### src/indexed_double_ended_queue_macros.svh
// ----------------------------------------------------------------------------
// Assertion macros
// Shared concurrent assertion forms for the indexed deque.
// ----------------------------------------------------------------------------
`ifndef INDEXED_DOUBLE_ENDED_QUEUE_MACROS_SVH
`define INDEXED_DOUBLE_ENDED_QUEUE_MACROS_SVH

// same-cycle implication
`define IDQ_ASSERT_IMPL(label, ante, cons, msg) \
  label: assert property (@(posedge clk) disable iff (rst) (ante) |-> (cons)) \
    else $error(msg);

// next-cycle implication
`define IDQ_ASSERT_NEXT(label, ante, cons, msg) \
  label: assert property (@(posedge clk) disable iff (rst) (ante) |=> (cons)) \
    else $error(msg);

`endif

### src/idq_pkg.sv
// ----------------------------------------------------------------------------
// idq_pkg
// Command, status and cell-operation codes and the result word layout.
// ----------------------------------------------------------------------------
package idq_pkg;

  typedef enum logic [2:0] {
    CMD_PUSH_FRONT = 3'd0,
    CMD_PUSH_BACK  = 3'd1,
    CMD_POP_FRONT  = 3'd2,
    CMD_POP_BACK   = 3'd3,
    CMD_INSERT     = 3'd4,
    CMD_ERASE      = 3'd5,
    CMD_READ       = 3'd6,
    CMD_CLEAR      = 3'd7
  } cmd_t;

  typedef enum logic [1:0] {
    ST_OK    = 2'd0,
    ST_FULL  = 2'd1,
    ST_RANGE = 2'd2
  } status_t;

  // broadcast to every cell
  typedef enum logic [1:0] {
    OP_HOLD  = 2'd0,
    OP_OPEN  = 2'd1,
    OP_CLOSE = 2'd2
  } cell_op_t;

  localparam int unsigned RD_W  = 32;
  localparam int unsigned CNT_OUT_W = 7;

  typedef struct packed {
    status_t                status;
    logic [CNT_OUT_W-1:0]   element_count;
    logic [RD_W-1:0]        read_data;
  } result_t;

endpackage

### src/idq_cell.sv
// ----------------------------------------------------------------------------
// idq_cell
// One storage cell of the shift chain: holds the element at its own logical
// index and takes its left or right neighbour on insert or erase.
// ----------------------------------------------------------------------------
module idq_cell import idq_pkg::*; #(
  parameter int unsigned DATA_W = 32,
  parameter int unsigned IDX_W  = 6
) (
  input  logic              clk,
  input  logic [IDX_W-1:0]  cell_index,
  input  cell_op_t          op,
  input  logic [IDX_W-1:0]  idx,
  input  logic [DATA_W-1:0] word_in,
  input  logic [DATA_W-1:0] left_word,
  input  logic [DATA_W-1:0] right_word,
  input  logic              rd_en,
  output logic [DATA_W-1:0] word,
  output logic [DATA_W-1:0] tap
);

  logic [DATA_W-1:0] word_next;

  always_comb begin
    word_next = word;
    case (op)
      OP_OPEN: begin
        if (cell_index > idx) begin
          word_next = left_word;
        end else if (cell_index == idx) begin
          word_next = word_in;
        end
      end
      OP_CLOSE: begin
        if (cell_index >= idx) begin
          word_next = right_word;
        end
      end
      default: begin
        word_next = word;
      end
    endcase
  end

  always_ff @(posedge clk) begin
    word <= word_next;
  end

  assign tap = (rd_en && (cell_index == idx)) ? word : '0;

endmodule

### config.mk
export PLATFORM = sky130hd
export DESIGN_NAME = idq_cell
export DESIGN_NICKNAME = d
export VERILOG_FILES = /design/src/indexed_double_ended_queue_macros.svh /design/src/idq_pkg.sv /design/src/idq_cell.sv
export SDC_FILE = /design/constraint.sdc
export NUM_CORES = 1
export LEC_CHECK = 0
export ABC_AREA = 1
export BUFFER_PORTS_ARGS = -buffer_cell sky130_fd_sc_hd__buf_2
export CAP_MARGIN = 40
export CORE_MARGIN = 5
export CORE_UTILIZATION = 35
export DETAILED_ROUTE_END_ITERATION = 10
export HOLD_SLACK_MARGIN = 0.12
export PLACE_DENSITY_LB_ADDON = 0.05
export SLEW_MARGIN = 20
export SYNTH_ARGS = -nofsm -noshare
export SYNTH_HDL_FRONTEND = slang
export SYNTH_SLANG_ARGS = --single-unit
### constraint.sdc
create_clock -name clk -period 2.3 [get_ports clk]
set_input_delay 0.345 -clock clk [delete_from_list [all_inputs] [get_ports clk]]
set_output_delay 0.345 -clock clk [all_outputs]
set_load 0.01 [all_outputs]
**Word level (Yosys, flattened, before mapping)**

Index checks and enable logic that the tools add are counted.

- Add/subtract/negate cells: 0
- Multipliers: 0
- Divide/modulo/power cells: 0
- Order comparisons: 2
- Equal/unequal tests: 5
- Shift operators: 0
- Mux-type cells: 5
- Bitwise operators: 0
- Reduce and logical (&&, ||, !) cells: 3

Operator list:

| operator | number |
|---|---|
| 32-bit two-way mux | 4 |
| 32-bit case mux with 2 select lines | 1 |
| 6-bit == test | 1 |
| 6-bit >= comparator | 1 |
| 6-bit greater-than comparator | 1 |
| 3-bit != test, second input constant | 1 |
| 3-bit AND reduction | 1 |
| 2-bit by 1-bit == test with 1-bit output, second input constant | 1 |
| 2-bit == test, second input constant | 1 |
| 2-bit != test, second input constant | 1 |
| 2-bit nonzero test | 1 |
| 1-bit logical AND | 1 |

- Flip-flop bits (word level): 32
- Bits in latches: 0
- RAM bits: 0
- ROM bits: 0
- Input bits: 112
- Output and inout port bits: 64
- Memories: 0

**Logic depth before layout (Yosys ltp)**

- Word-level depth: 4
- Mapped depth: 12

**Worst setup path after synthesis**

Ideal clock, no wire load.

- Path kind: input to register
- Start point: input port idx[5]
- End point: register word[0] (enable)
- Setup time: 387 ps
- Data arrival time: 1899 ps
- Required time: 1913 ps
- Slack: 15 ps
- Stages: 9
- Path buffers: 1
- Cells stage by stage: inv_1 -> ha_1 -> nand2_2 -> nor2_4 -> nand2_2 -> nand3_4 -> buf_4 -> o22ai_1 -> inv_1

- Cells in the longest elaborated chain, start to end: 3
- Elaborated cells between the ends (all ways): 6
- Those cells by class: order compare: 2; eq/ne: 3; reduce/logical: 1

RTL lines:

| element | line | text |
|---|---|---|
| start: declaration | idq_cell.sv:13 | `input logic [IDX_W-1:0] idx,` |
| 6-bit greater-than comparator, or another cell as far along | idq_cell.sv:28 | `if (cell_index > idx) begin` |
| 3-bit != test (no line) or 2-bit != test (tied branches) | n/a |  |
| 3-bit AND reduction (no line) (*) | n/a |  |
| end signal: assignment | idq_cell.sv:46 | `word <= word_next;` |
| end: declaration | idq_cell.sv:18 | `output logic [DATA_W-1:0] word,` |

Every way passes the cells marked *; elsewhere a longest branch is shown, timed or not.
A chain may end at the register's enable or synchronous reset.

**Worst setup path after layout**

- Start point: input port idx[5]
- End point: output port tap[29]

- Cells in the longest elaborated chain, start to end: 3

RTL lines:

| element | line | text |
|---|---|---|
| 6-bit == test | idq_cell.sv:49 | `assign tap = (rd_en && (cell_index == idx)) ? word : '0;` |
| 1-bit logical AND | idq_cell.sv:49 |  |
| 32-bit two-way mux | idq_cell.sv:49 |  |
| end: declaration | idq_cell.sv:19 | `output logic [DATA_W-1:0] tap` |

No other way between the ends.

==> flow_summary_export.csv <==
group,metric,value,unit
clock_network,clk_pin_slew_worst_paths,0.07,ns
timing,fin_crit_sh,0.878,
drt,drcViolationCount,0,
clock_network,cts_tree,"built",
yosys,netlist_area,2500,µm²
power_and_ir_drop,intPower,1.18,mW
grt,grt_max_degree,33,
placed_design,hpwl,6120,µm
clock_network,clkSinkCount,32,
timing,rsz0062_at_grt,"false",
power_and_ir_drop,ir_drop,0.216,mV
yosys,synth_most_common_cell,"inv_1",
cells_and_area,areaGrowthSynthToFinish,41.6,%
grt,grt_pass1_wl,12500,µm
die,die_w,94.6,µm
yosys,ys.warnings.count,0,
power_and_ir_drop,switching_share,0.319,
cells_and_area,final_design_area_no_fill,3540,µm²
die,die_y,94.6,µm
timing,slew_headroom,0.715,
yosys,synth_top_area_frac,0.384,
yosys,ys_seq_area_frac,0.384,
timing,fmax,495,MHz
yosys,syn_area_per_cell,6.67,µm²
setup_path,crit_type,"in2out",
timing,finalHoldViolCount,0,
setup_path,crit_fanout,18,
timing,setup_viol,0,
job,maxCapViolCount,0,
cells_and_area,largest-register,"word",
yosys,synthAdderAreaFrac,0.0300,
run_status,outcome,"finished clean",
die,start_util,0.364,
clock_network,postCtsSetupRepairBufs,0,
die,row_count,30,
setup_path,worst_ep_arrival_time,1.68,ns
timing,fin_crit,2.02,ns
grt,grt_pass1_vias,2666,
yosys,synth_top_family_by_area,"simple AND/OR/NAND/NOR gates",
cells_and_area,antenna_cells,0,
yosys,synth_compound_area_frac,0.00450,
drt,via_per_inst,4.26,
timing,tightestPinTransition,0.427,ns
cells_and_area,fill_cells,734,
cells_and_area,regArea,961,µm²
yosys,synth-async-reset-ratio,0,
hold_path,hold_path_class,"in2reg",
yosys,synth_largest_area_cell,"edfxtp_1",
placed_design,placed_cell_area,3460,µm²
yosys,synth_xor_area_frac,0,
power_and_ir_drop,clockPowerShare,0.242,
yosys,ys_top_cells_by_area,"edfxtp_1 38%, inv_1 16%, nand2_1 14%, nand3_1 13%, nor2_1 5.0%",
setup_path,crit_path_end_kind,"output port",
yosys,yosys.area_share.simple,0.373,
yosys,syn-num-nets,493,
clock_network,cts_buffers,5,
drt,vias,2750,
setup_path,worstPathRequired,1.96,ns
die,fp.dieArea,8940,µm²
power_and_ir_drop,leakage,2.28,nW
placed_design,port_buffers,175,
power_and_ir_drop,power_frac_comb,0.309,
drt,dr.pass1.iters,4,
yosys,ys_seq_elements,32,
placed_design,place_congestion,0.770,
drt,drt_iter0_drc,89,
clock_network,htreeDepth,2,
drt,drt_wl_total,7900,µm
yosys,synthTopCellsByCount,"109 x inv_1, 93 x nand2_1, 64 x nand3_1",
drt,ant_nets,0,
cells_and_area,largestRegisters,"word (32)",
setup_path,start_kind,"primary input",
cells_and_area,drive_gt1_frac,0.378,
clock_network,clockBufferDepth,2,
die,io_pins,176,
power_and_ir_drop,p_sw,552,µW
timing,tns,0,ns
cells_and_area,fin_nets,667,
cells_and_area,largest_reg_flops,32,
die,fp.coreArea,6870,µm²
yosys,synth_flop_cell,"edfxtp_1",
grt,gr-total-overflow,0,
cells_and_area,multiInputGateArea,1020,µm²
power_and_ir_drop,power,1.73,mW
clock_network,cts_resized,0,
clock_network,hold_buffers,0,
grt,track_usage,0.178,
power_and_ir_drop,p_seq_frac,0.450,
clock_network,clockRootBuffer,"clkbuf_8",
yosys,synthCells,375,
yosys,synthMuxAreaShare,0,
timing,maxSlewViolCount,0,
drt,wl_per_cell,12.2,µm
yosys,ys_types,18,
power_and_ir_drop,p_per_area,489,nW/µm²
grt,antenna_found_initial,0,
yosys,synth-edff-count,32,
==> worst max-delay path: stages <==
cell and delay (ns):
buf_2 0.07, inv_1 0.03, ha_1 0.30, nand2_2 0.08
nor2_4 0.14, nand3_4 0.10, inv_2 0.08, nand2_2 0.05
buf_4 0.19, nor2_1 0.12, buf_2 0.15
==> final cells by class <==
class / count / area share
Tap cell: 96 / 0.0339
Inverter: 110 / 0.117
Multi-Input combinational cell: 215 / 0.287
Clock inverter: 1 / 0.00106
Timing Repair Buffer: 185 / 0.268
Sequential cell: 32 / 0.271
Clock buffer: 7 / 0.0215
==> routing by layer <==
layer	track usage	wire, µm
met1	0.195	2990
met2	0.334	4120
met3	0.0542	736
met4	0.0409	49
met5	0	0
==> worst paths after layout <==
| check | cells after the start | to | from | slack, ns |
|---|---|---|---|---|
| max | 11 | tap[29] | idx[5] | 0.28 |
| min | 3 | word[6] | right_word[6] | 0.34 |
==> cell usage in the layout, fill, tap and decap left out, types with 2 or more instances in the layout <==
cell type | synthesis | final
buf_2 | 7 | 175
nor2_1 | 33 | 33
nand2_1 | 93 | 93
nand3_1 | 64 | 64
nand3_4 | 2 | 2
ha_1 | 6 | 6
buf_4 | 3 | 10
clkbuf_8 | 0 | 5
clkbuf_1 | 3 | 2
inv_1 | 109 | 109
nand2_2 | 13 | 13
edfxtp_1 | 32 | 32
==> kinds of logic (layout without fill, tap and decap cells) <==
| logic type | count (synthesis) | count (layout) |
|---|---|---|
| fa+ha+maj | 6 | 6 |
| flops | 32 | 32 |
| buf+inv | 128 | 303 |
| compound gates | 2 | 2 |
| simple gates | 207 | 207 |
==> power groups by stage <==
| stage | logic (mW) | clock network, mW | registers, mW |
|---|---|---|---|
| floorplan | 0.289 | 0 | 0.825 |
| global placement | 0.531 | 0 | 0.789 |
| detailed placement | 0.543 | 0 | 0.792 |
| CTS | 0.544 | 0.431 | 0.780 |
| global route | 0.614 | 0.460 | 0.788 |
| finish | 0.535 | 0.418 | 0.779 |
==> stage by stage <==
stage               worst slack [ns]  instances   util  hold slack, ns
floorplan                     0.0147        375      -           0.531
global placement               0.252        638  0.504           0.617
detailed placement             0.251        638  0.504           0.618
CTS                            0.240        646  0.516           0.328
global route                   0.173        646  0.516           0.334
finish                         0.280        646  0.516           0.335
Power figures use the tool's default switching activity.
