`src/indexed_double_ended_queue_macros.svh`:
```
// ----------------------------------------------------------------------------
// Assertion macros
// Shared concurrent assertion forms for the indexed deque.
// ----------------------------------------------------------------------------
`ifndef INDEXED_DOUBLE_ENDED_QUEUE_MACROS_SVH
`define INDEXED_DOUBLE_ENDED_QUEUE_MACROS_SVH

// same-cycle implication
`define IDQ_ASSERT_IMPL(label, ante, cons, msg) \
  label: assert property (@(posedge clk) disable iff (rst) (ante) |-> (cons)) \
    else $error(msg);

// next-cycle implication
`define IDQ_ASSERT_NEXT(label, ante, cons, msg) \
  label: assert property (@(posedge clk) disable iff (rst) (ante) |=> (cons)) \
    else $error(msg);

`endif

```
`src/idq_pkg.sv`:
```
// ----------------------------------------------------------------------------
// idq_pkg
// Command, status and cell-operation codes and the result word layout.
// ----------------------------------------------------------------------------
package idq_pkg;

  typedef enum logic [2:0] {
    CMD_PUSH_FRONT = 3'd0,
    CMD_PUSH_BACK  = 3'd1,
    CMD_POP_FRONT  = 3'd2,
    CMD_POP_BACK   = 3'd3,
    CMD_INSERT     = 3'd4,
    CMD_ERASE      = 3'd5,
    CMD_READ       = 3'd6,
    CMD_CLEAR      = 3'd7
  } cmd_t;

  typedef enum logic [1:0] {
    ST_OK    = 2'd0,
    ST_FULL  = 2'd1,
    ST_RANGE = 2'd2
  } status_t;

  // broadcast to every cell
  typedef enum logic [1:0] {
    OP_HOLD  = 2'd0,
    OP_OPEN  = 2'd1,
    OP_CLOSE = 2'd2
  } cell_op_t;

  localparam int unsigned RD_W  = 32;
  localparam int unsigned CNT_OUT_W = 7;

  typedef struct packed {
    status_t                status;
    logic [CNT_OUT_W-1:0]   element_count;
    logic [RD_W-1:0]        read_data;
  } result_t;

endpackage

```
`src/idq_ctrl.sv`:
```
// ----------------------------------------------------------------------------
// idq_ctrl
// Command decode, bounds checks and element count; drives the chain control.
// ----------------------------------------------------------------------------
module idq_ctrl import idq_pkg::*; #(
  parameter int unsigned DEPTH = 64,
  parameter int unsigned IDX_W = 6,
  parameter int unsigned CNT_W = 7
) (
  input  logic             clk,
  input  logic             rst,
  input  logic             accept,
  input  cmd_t             cmd,
  input  logic [6:0]       position,
  output cell_op_t         op,
  output logic [IDX_W-1:0] idx,
  output logic             rd_en,
  output status_t          status,
  output logic [CNT_W-1:0] count,
  output logic [CNT_W-1:0] count_next
);

  localparam int unsigned CMP_W = (CNT_W > 7) ? CNT_W : 7;

  logic [CMP_W-1:0] pos_x;
  logic [CMP_W-1:0] cnt_x;
  logic             full;
  logic             empty;
  cell_op_t         op_raw;

  assign pos_x = CMP_W'(position);
  assign cnt_x = CMP_W'(count);
  assign full  = (count == CNT_W'(DEPTH));
  assign empty = (count == '0);

  always_comb begin
    op_raw     = OP_HOLD;
    idx        = '0;
    rd_en      = 1'b0;
    status     = ST_OK;
    count_next = count;
    case (cmd)
      CMD_PUSH_FRONT: begin
        if (full) begin
          status = ST_FULL;
        end else begin
          op_raw     = OP_OPEN;
          count_next = count + CNT_W'(1);
        end
      end
      CMD_PUSH_BACK: begin
        if (full) begin
          status = ST_FULL;
        end else begin
          op_raw     = OP_OPEN;
          idx        = IDX_W'(count);
          count_next = count + CNT_W'(1);
        end
      end
      CMD_POP_FRONT: begin
        if (empty) begin
          status = ST_RANGE;
        end else begin
          op_raw     = OP_CLOSE;
          count_next = count - CNT_W'(1);
        end
      end
      CMD_POP_BACK: begin
        if (empty) begin
          status = ST_RANGE;
        end else begin
          count_next = count - CNT_W'(1);
        end
      end
      CMD_INSERT: begin
        if (pos_x > cnt_x) begin
          status = ST_RANGE;
        end else if (full) begin
          status = ST_FULL;
        end else begin
          op_raw     = OP_OPEN;
          idx        = IDX_W'(position);
          count_next = count + CNT_W'(1);
        end
      end
      CMD_ERASE: begin
        if (pos_x >= cnt_x) begin
          status = ST_RANGE;
        end else begin
          op_raw     = OP_CLOSE;
          idx        = IDX_W'(position);
          count_next = count - CNT_W'(1);
        end
      end
      CMD_READ: begin
        if (pos_x >= cnt_x) begin
          status = ST_RANGE;
        end else begin
          rd_en = 1'b1;
          idx   = IDX_W'(position);
        end
      end
      CMD_CLEAR: begin
        count_next = '0;
      end
      default: begin
        op_raw = OP_HOLD;
      end
    endcase
  end

  assign op = accept ? op_raw : OP_HOLD;

  always_ff @(posedge clk) begin
    if (rst) begin
      count <= '0;
    end else if (accept) begin
      count <= count_next;
    end
  end

endmodule

```
`config.mk`:
```
export PLATFORM = sky130hd
export DESIGN_NAME = idq_ctrl
export DESIGN_NICKNAME = d
export VERILOG_FILES = /design/src/indexed_double_ended_queue_macros.svh /design/src/idq_pkg.sv /design/src/idq_ctrl.sv
export SDC_FILE = /design/constraint.sdc
export NUM_CORES = 1
export LEC_CHECK = 0
export ABC_AREA = 1
export BUFFER_PORTS_ARGS = -buffer_cell sky130_fd_sc_hd__buf_2
export CAP_MARGIN = 20
export CORE_UTILIZATION = 52
export CTS_CLUSTER_DIAMETER = 100
export DETAILED_ROUTE_END_ITERATION = 7
export GPL_ROUTABILITY_DRIVEN = 0
export PLACE_DENSITY = 0.79
export SLEW_MARGIN = 0
export SYNTH_ARGS = -nofsm -noshare
export SYNTH_HDL_FRONTEND = slang
export SYNTH_SLANG_ARGS = --single-unit
```
`constraint.sdc`:
```
create_clock -name clk -period 2.69 [get_ports clk]
set_clock_uncertainty 0.2 [all_clocks]
set_input_delay 0.4035 -clock clk [delete_from_list [all_inputs] [get_ports clk]]
set_output_delay 0.4035 -clock clk [all_outputs]
set_load 0.01 [all_outputs]
```
# [Yosys cells after proc, flatten, opt, wreduce, memory -nomap -nowiden]
# Index checks and enable logic that the tools add are counted.
[op_classes] magnitude_cmp=2 addsub=2 multipliers=0 muxes=23 reduce_logical=5 bitwise_logic=0 n_div=0 n_eq_ne=8 shift=0
[op_table] op="7-bit case mux with 5 select lines" count=1
[op_table] op="7-bit two-way mux" count=4
[op_table] op="6-bit two-way mux" count=4
[op_table] op="6-bit case mux with 3 select lines" count=1
[op_table] op="2-bit case mux with 4 select lines" count=2
[op_table] op="2-bit two-way mux" count=7
[op_table] op="3-bit == test (second input constant)" count=4
[op_table] op="7-bit by 1-bit adder with 7-bit output (second input constant)" count=1
[op_table] op="7-bit == test (second input constant)" count=1
[op_table] op="7-bit >= comparator" count=1
[op_table] op="7-bit > comparator" count=1
[op_table] op="7-bit zero test" count=1
[op_table] op="7-bit by 1-bit subtractor with 7-bit output (second input constant)" count=1
[op_table] op="3-bit by 2-bit == test with 1-bit output (second input constant)" count=2
[op_table] op="2-bit OR reduction" count=3
[op_table] op="1-bit two-way mux" count=4
[op_table] op="3-bit by 1-bit == test with 1-bit output (second input constant)" count=1
[op_table] op="3-bit zero test" count=1
[word_totals] n_memories=0 regBits=7 romBits=0 elab_cells=41 inputBits=13 latch_bits=0 mem_bits_rw=0

# [Depth between registers and ports, before layout]
[depth] word_depth=5 mapped_depth=15

# [Least setup slack after synthesis]
# OpenSTA, ideal clock, no wires.
[synth_path] kind="register -> output" from="reg count[5]" to="out idx[0]" required_ps=2087 stages_incl_launch_ff=12 slack_ps=170 path_buffers=0 arrival_time_ps=1916 path_cell_list="dfxtp_1 inv_1 ha_1 nand2_4 inv_2 a21oi_4 nand2_2 nand2_2 nand2_4 o22ai_4 inv_2 o21ai_1"
[synth_via] elab_chain_len=4 elab_cells_between_ends=8 cone_classes="2 x order compare; 1 x eq/ne; 5 x mux"
[synth_lines] element="start: declaration" line="idq_ctrl.sv:19" source="output logic [CNT_W-1:0] count,"
[synth_lines] element="start signal: assignment" line="idq_ctrl.sv:118" source="count <= count_next;"
[synth_lines] element="parallel branches: the longest is 3 deep, another holds 7-bit >= comparator"
[synth_lines] element="6-bit case mux with 3 select lines (*)" line="idq_ctrl.sv:42" source="case (cmd)"
[synth_lines] element="end: declaration" line="idq_ctrl.sv:16" source="output logic [IDX_W-1:0] idx,"
# Mark *: on every way between the ends.

# [Worst setup path after layout]
[layout_path] from="reg count[4]" to="out count_next[6]"
[layout_via] elab_chain_len=4 elab_cells_between_ends=11 cone_classes="2 x add/sub; 2 x order compare; 1 x eq/ne; 5 x mux; 1 x reduce/logical"
[layout_lines] element="7-bit by 1-bit adder with 7-bit output or 7-bit == test (tied branches)"
[layout_lines] element="7-bit two-way mux" line="idq_ctrl.sv:44, idq_ctrl.sv:52, idq_ctrl.sv:78"
[layout_lines] element="7-bit two-way mux" line="idq_ctrl.sv:76" source="if (pos_x > cnt_x) begin"
[layout_lines] element="7-bit case mux with 5 select lines (*)" line="idq_ctrl.sv:42"
[layout_lines] element="end: declaration" line="idq_ctrl.sv:20" source="output logic [CNT_W-1:0] count_next"
# Mark *: on every way between the ends. The rest lies on a longest branch, timed or not.

==> results by group <==
Die
  – Die Span Y: 52.88 µm
  – Initial Util: 54.84%
  – Die extent in x: 52.88 µm
  – Core outline area: 2455 µm²
  – Number of I/O pins: 38
  – Die Footprint: 2796 µm²
  – Number of standard-cell rows in the floorplan: 18

Final layout
  – Max FFs per register: 7
  – Fraction of layout cells with a size suffix above 1: 48.24%
  – Filler Cells Inserted: 185
  – Most flop-heavy register: count
  – Post-route cell area: 1954 µm²
  – Growth of design area from synthesis to finish: 45.17%
  – Final-stage net count: 308
  – Registers with the highest flip-flop counts: count x7
  – Number of antenna cells inserted: 0

Setup path
  – Critical path's slowest cell: dfxtp_2
  – Critical path launch point type: flip-flop
  – Kind of capture point of the worst setup path: output pin
  – Source of the worst register-to-register timing path: count[4]
  – CP Buf/Inv Count: 3
  – Cell repeated most along the worst path: nand2_2
  – CP max stage delay: 350 ps
  – Critical Path Fanout Max: 6
  – FF-to-FF setup slack: 550 ps
  – Classification of the worst setup path: flip-flop to output pin
  – Arr. time, crit path: 2090 ps
  – Data required time of the critical path: 2090 ps
  – Worst r2r dst: count[6]
  – Cell-by-cell listing of the critical path: inv_4 > ha_4 > nand2_2 > nand2_2 > a21oi_4 > nand3_4 > buf_4 > o21ai_1 > o211ai_1 > nand3_2 > buf_2
  – Cell depth of the worst flop-to-flop path: 14
  – CP delay by family, top: compound AO/OA/AOI/OAI gates

Synth
  – Post-synthesis sequential area ratio: 10.41%
  – Cell count after synthesis: 220
  – Syn Std Cell Area: 1346 µm²
  – Syn Nets: 243
  – Synth warn: 0
  – Number of unique standard cell types used by synthesis: 32
  – Syn Area/Cell: 6.120 µm²
  – Number of storage elements in the synthesis netlist: 7

Timing
  – Max-slew violation count: 0
  – Peak clock frequency supported by timing: 371.1 MHz
  – Setup TNS: -4.901 ps
  – Crit path setup slack, layout: -4.901 ps
  – Crit share post-route: 100.2%
  – Unrepaired setup endpoints after global routing: true
  – Slew @ Worst Pin: 496.9 ps
  – # setup viols final: 1
  – Relative slew margins: 66.75%
  – Endpoints failing hold: 0
  – Shortest period the worst path allows: 2695 ps

Clocking
  – Hold-fix buffer count after cts: 0
  – Clock buffer depth: 2
  – Clock tree from TritonCTS: yes
  – TritonCTS Buffers: 3
  – H-tree levels: 1
  – Root Buffer Master: clkbuf_4
  – Reg clk slew, reported paths: 60 ps
  – Latest clock arrival within the worst-skew pair: 270 ps
  – # clock sinks: 7

Power and ir drop
  – Total power per unit cell area: 346.7 nW/µm²
  – Cell-internal power: 0.0003618 W
  – Combinational Power Share: 66.7%
  – Clock Power Share: 15.3%
  – Overall Power: 0.0006776 W
  – Share of total power in sequential cells: 18.0%
  – Net switching share of the total power: 46.60%
  – Peak supply drop: 0.3292 mV
  – Switch Pwr: 0.0003158 W
  – Lkg Pwr: 1.100 nW

Run status
  – Failing checks: design-rule violations, negative setup slack
  – Run status: complete, but fails checks

Detailed routing
  – Final WL: 4445 µm
  – Number of antenna-violating nets in the routed design: 0
  – Residual DRC: 4
  – Routed length per instance: 14.16 µm
  – First-iteration detailed-routing DRC count: 80
  – Detailed Routing Iterations Pass 1: 7
  – Via density per instance: 5.424
  – Overall via count from detail_route: 1703

Global route
  – First-pass GRT wire length: 5954 µm
  – Largest net degree at the start of global routing: 12
  – Via count of the first global-routing pass: 1333
  – GRT Util Overall: 29.57%
  – Global route overflow: 0
  – Number of antenna violations at the first check in global routing: 0

Hold path
  – Hold Path Origin: rst
  – End of the worst hold path: count[1]
  – Class of the worst hold path: primary input to flip-flop
  – WHS Path Cells: 4

Placement
  – Setup WS pre-CTS: 79.23 ps
  – Count of port buffers added during placement: 37
  – Post-DP HPWL: 2937 µm
  – Post-Place Cell Area: 1643 µm²

Job
  – Max Cap Violations: 0
## worst max path at each step
stage / cells after the start / startpoint / to
CTS: 14 / count[5] / count_next[4]
global placement: 11 / position[6] / idx[3]
detailed placement: 11 / position[6] / idx[3]
finish: 11 / count[4] / count_next[6]
floorplan: 11 / count[5] / idx[0]
global route: 12 / count[4] / count_next[3]
## synth_stat cells, drive strengths merged
library cell,number,area share (%)
dfxtp,7,10
nand3b,1,0.56
ha,10,9.3
buf,3,1.8
nand2,64,21
nand3,20,10
o2bb2ai,5,3.3
xor2,7,4.6
o21ai,9,3.9
nor2,26,9.4
o22ai,2,2.0
nand4,5,2.8
a21oi,12,6.1
o211ai,1,0.56
nor3,3,1.9
inv,45,13
## layout make-up
cell class | count | area (µm²) | share of cell area (%)
tap | 30 | 37.54 | 1.921
timing repair buffer | 63 | 394.1 | 20.17
clock buffer | 4 | 26.28 | 1.344
multi-input combinational | 165 | 1169 | 59.80
sequential | 7 | 151.4 | 7.746
inverter | 45 | 176.4 | 9.027
## timing repair
| action | 4_1_cts | 5_1_grt |
|---|---|---|
| endpoints found under the setup margin | 11 | 14 |
| resized for setup | 9 | 36 |
| pin swaps | 7 | 21 |
| setup buffers | 3 | 10 |
## layer usage
| metal | share of wire (%) | wire length, µm | global-route usage, % | vias up |
|---|---|---|---|---|
| met5 | 0 | 0 | 0 | - |
| met3 | 7.9 | 351 | 7.759 | 19 |
| met4 | 1.9 | 83 | 5.263 | 0 |
| met2 | 51 | 2273 | 53.80 | 95 |
| li1 | - | - | - | 830 |
| met1 | 39 | 1736 | 34.47 | 759 |
## stage by stage
| stage | cells | hold WS (ps) | utilization (%) |
|---|---|---|---|
| 4_1_cts | 304 | 215.9 | 71.56 |
| 6_report | 314 | 216.6 | 79.61 |
| 3_3_place_gp | 297 | 427.3 | 66.92 |
| 5_1_grt | 314 | 260.1 | 79.61 |
| 2_1_floorplan | 220 | 348.4 | - |
| 3_5_place_dp | 297 | 432.0 | 66.92 |
## tightest hold or removal path: cells and delay by family
| family | cells | cell delay, ps |
|---|---|---|
| AO/OA/AOI/OAI | 1 | 40 |
| buffers and inverters | 2 | 140 |
| AND/OR/NAND/NOR | 1 | 60 |
## power groups by stage
stage	Clock (W)	Combinational, W	Sequential, W
finish	0.000103	0.000452	0.000122
global route	0.000110	0.000490	0.000123
CTS	0.000103	0.000380	0.000119
detailed placement	0	0.000356	0.000121
global placement	0	0.000352	0.000121
floorplan	0	0.000241	0.000130
## layout by cell type, fill, tap and decap left out, types with 7 or more instances in the layout
master   netlist  final
nor2_1        20     20
nand2_4        4      9
inv_1         34     30
nand2_1       55     46
inv_2         11     12
buf_2          1     36
nand2_2        5      9
buf_4          1     24
a21oi_1        8      7
nand3_1       16     14
xor2_1         7      7
## logic make-up (layout without fill, tap and decap cells)
kind of cell    Yosys count  count (layout)  share of synthesized area, %
compound gates           29              29                         15.80
flops                     7               7                         10.41
simple gates            119             119                         45.63
fa+ha+maj                10              10                         9.294
buf+inv                  48             112                         14.31
xor+xnor                  7               7                         4.554
(Power assumes the default switching activity.)
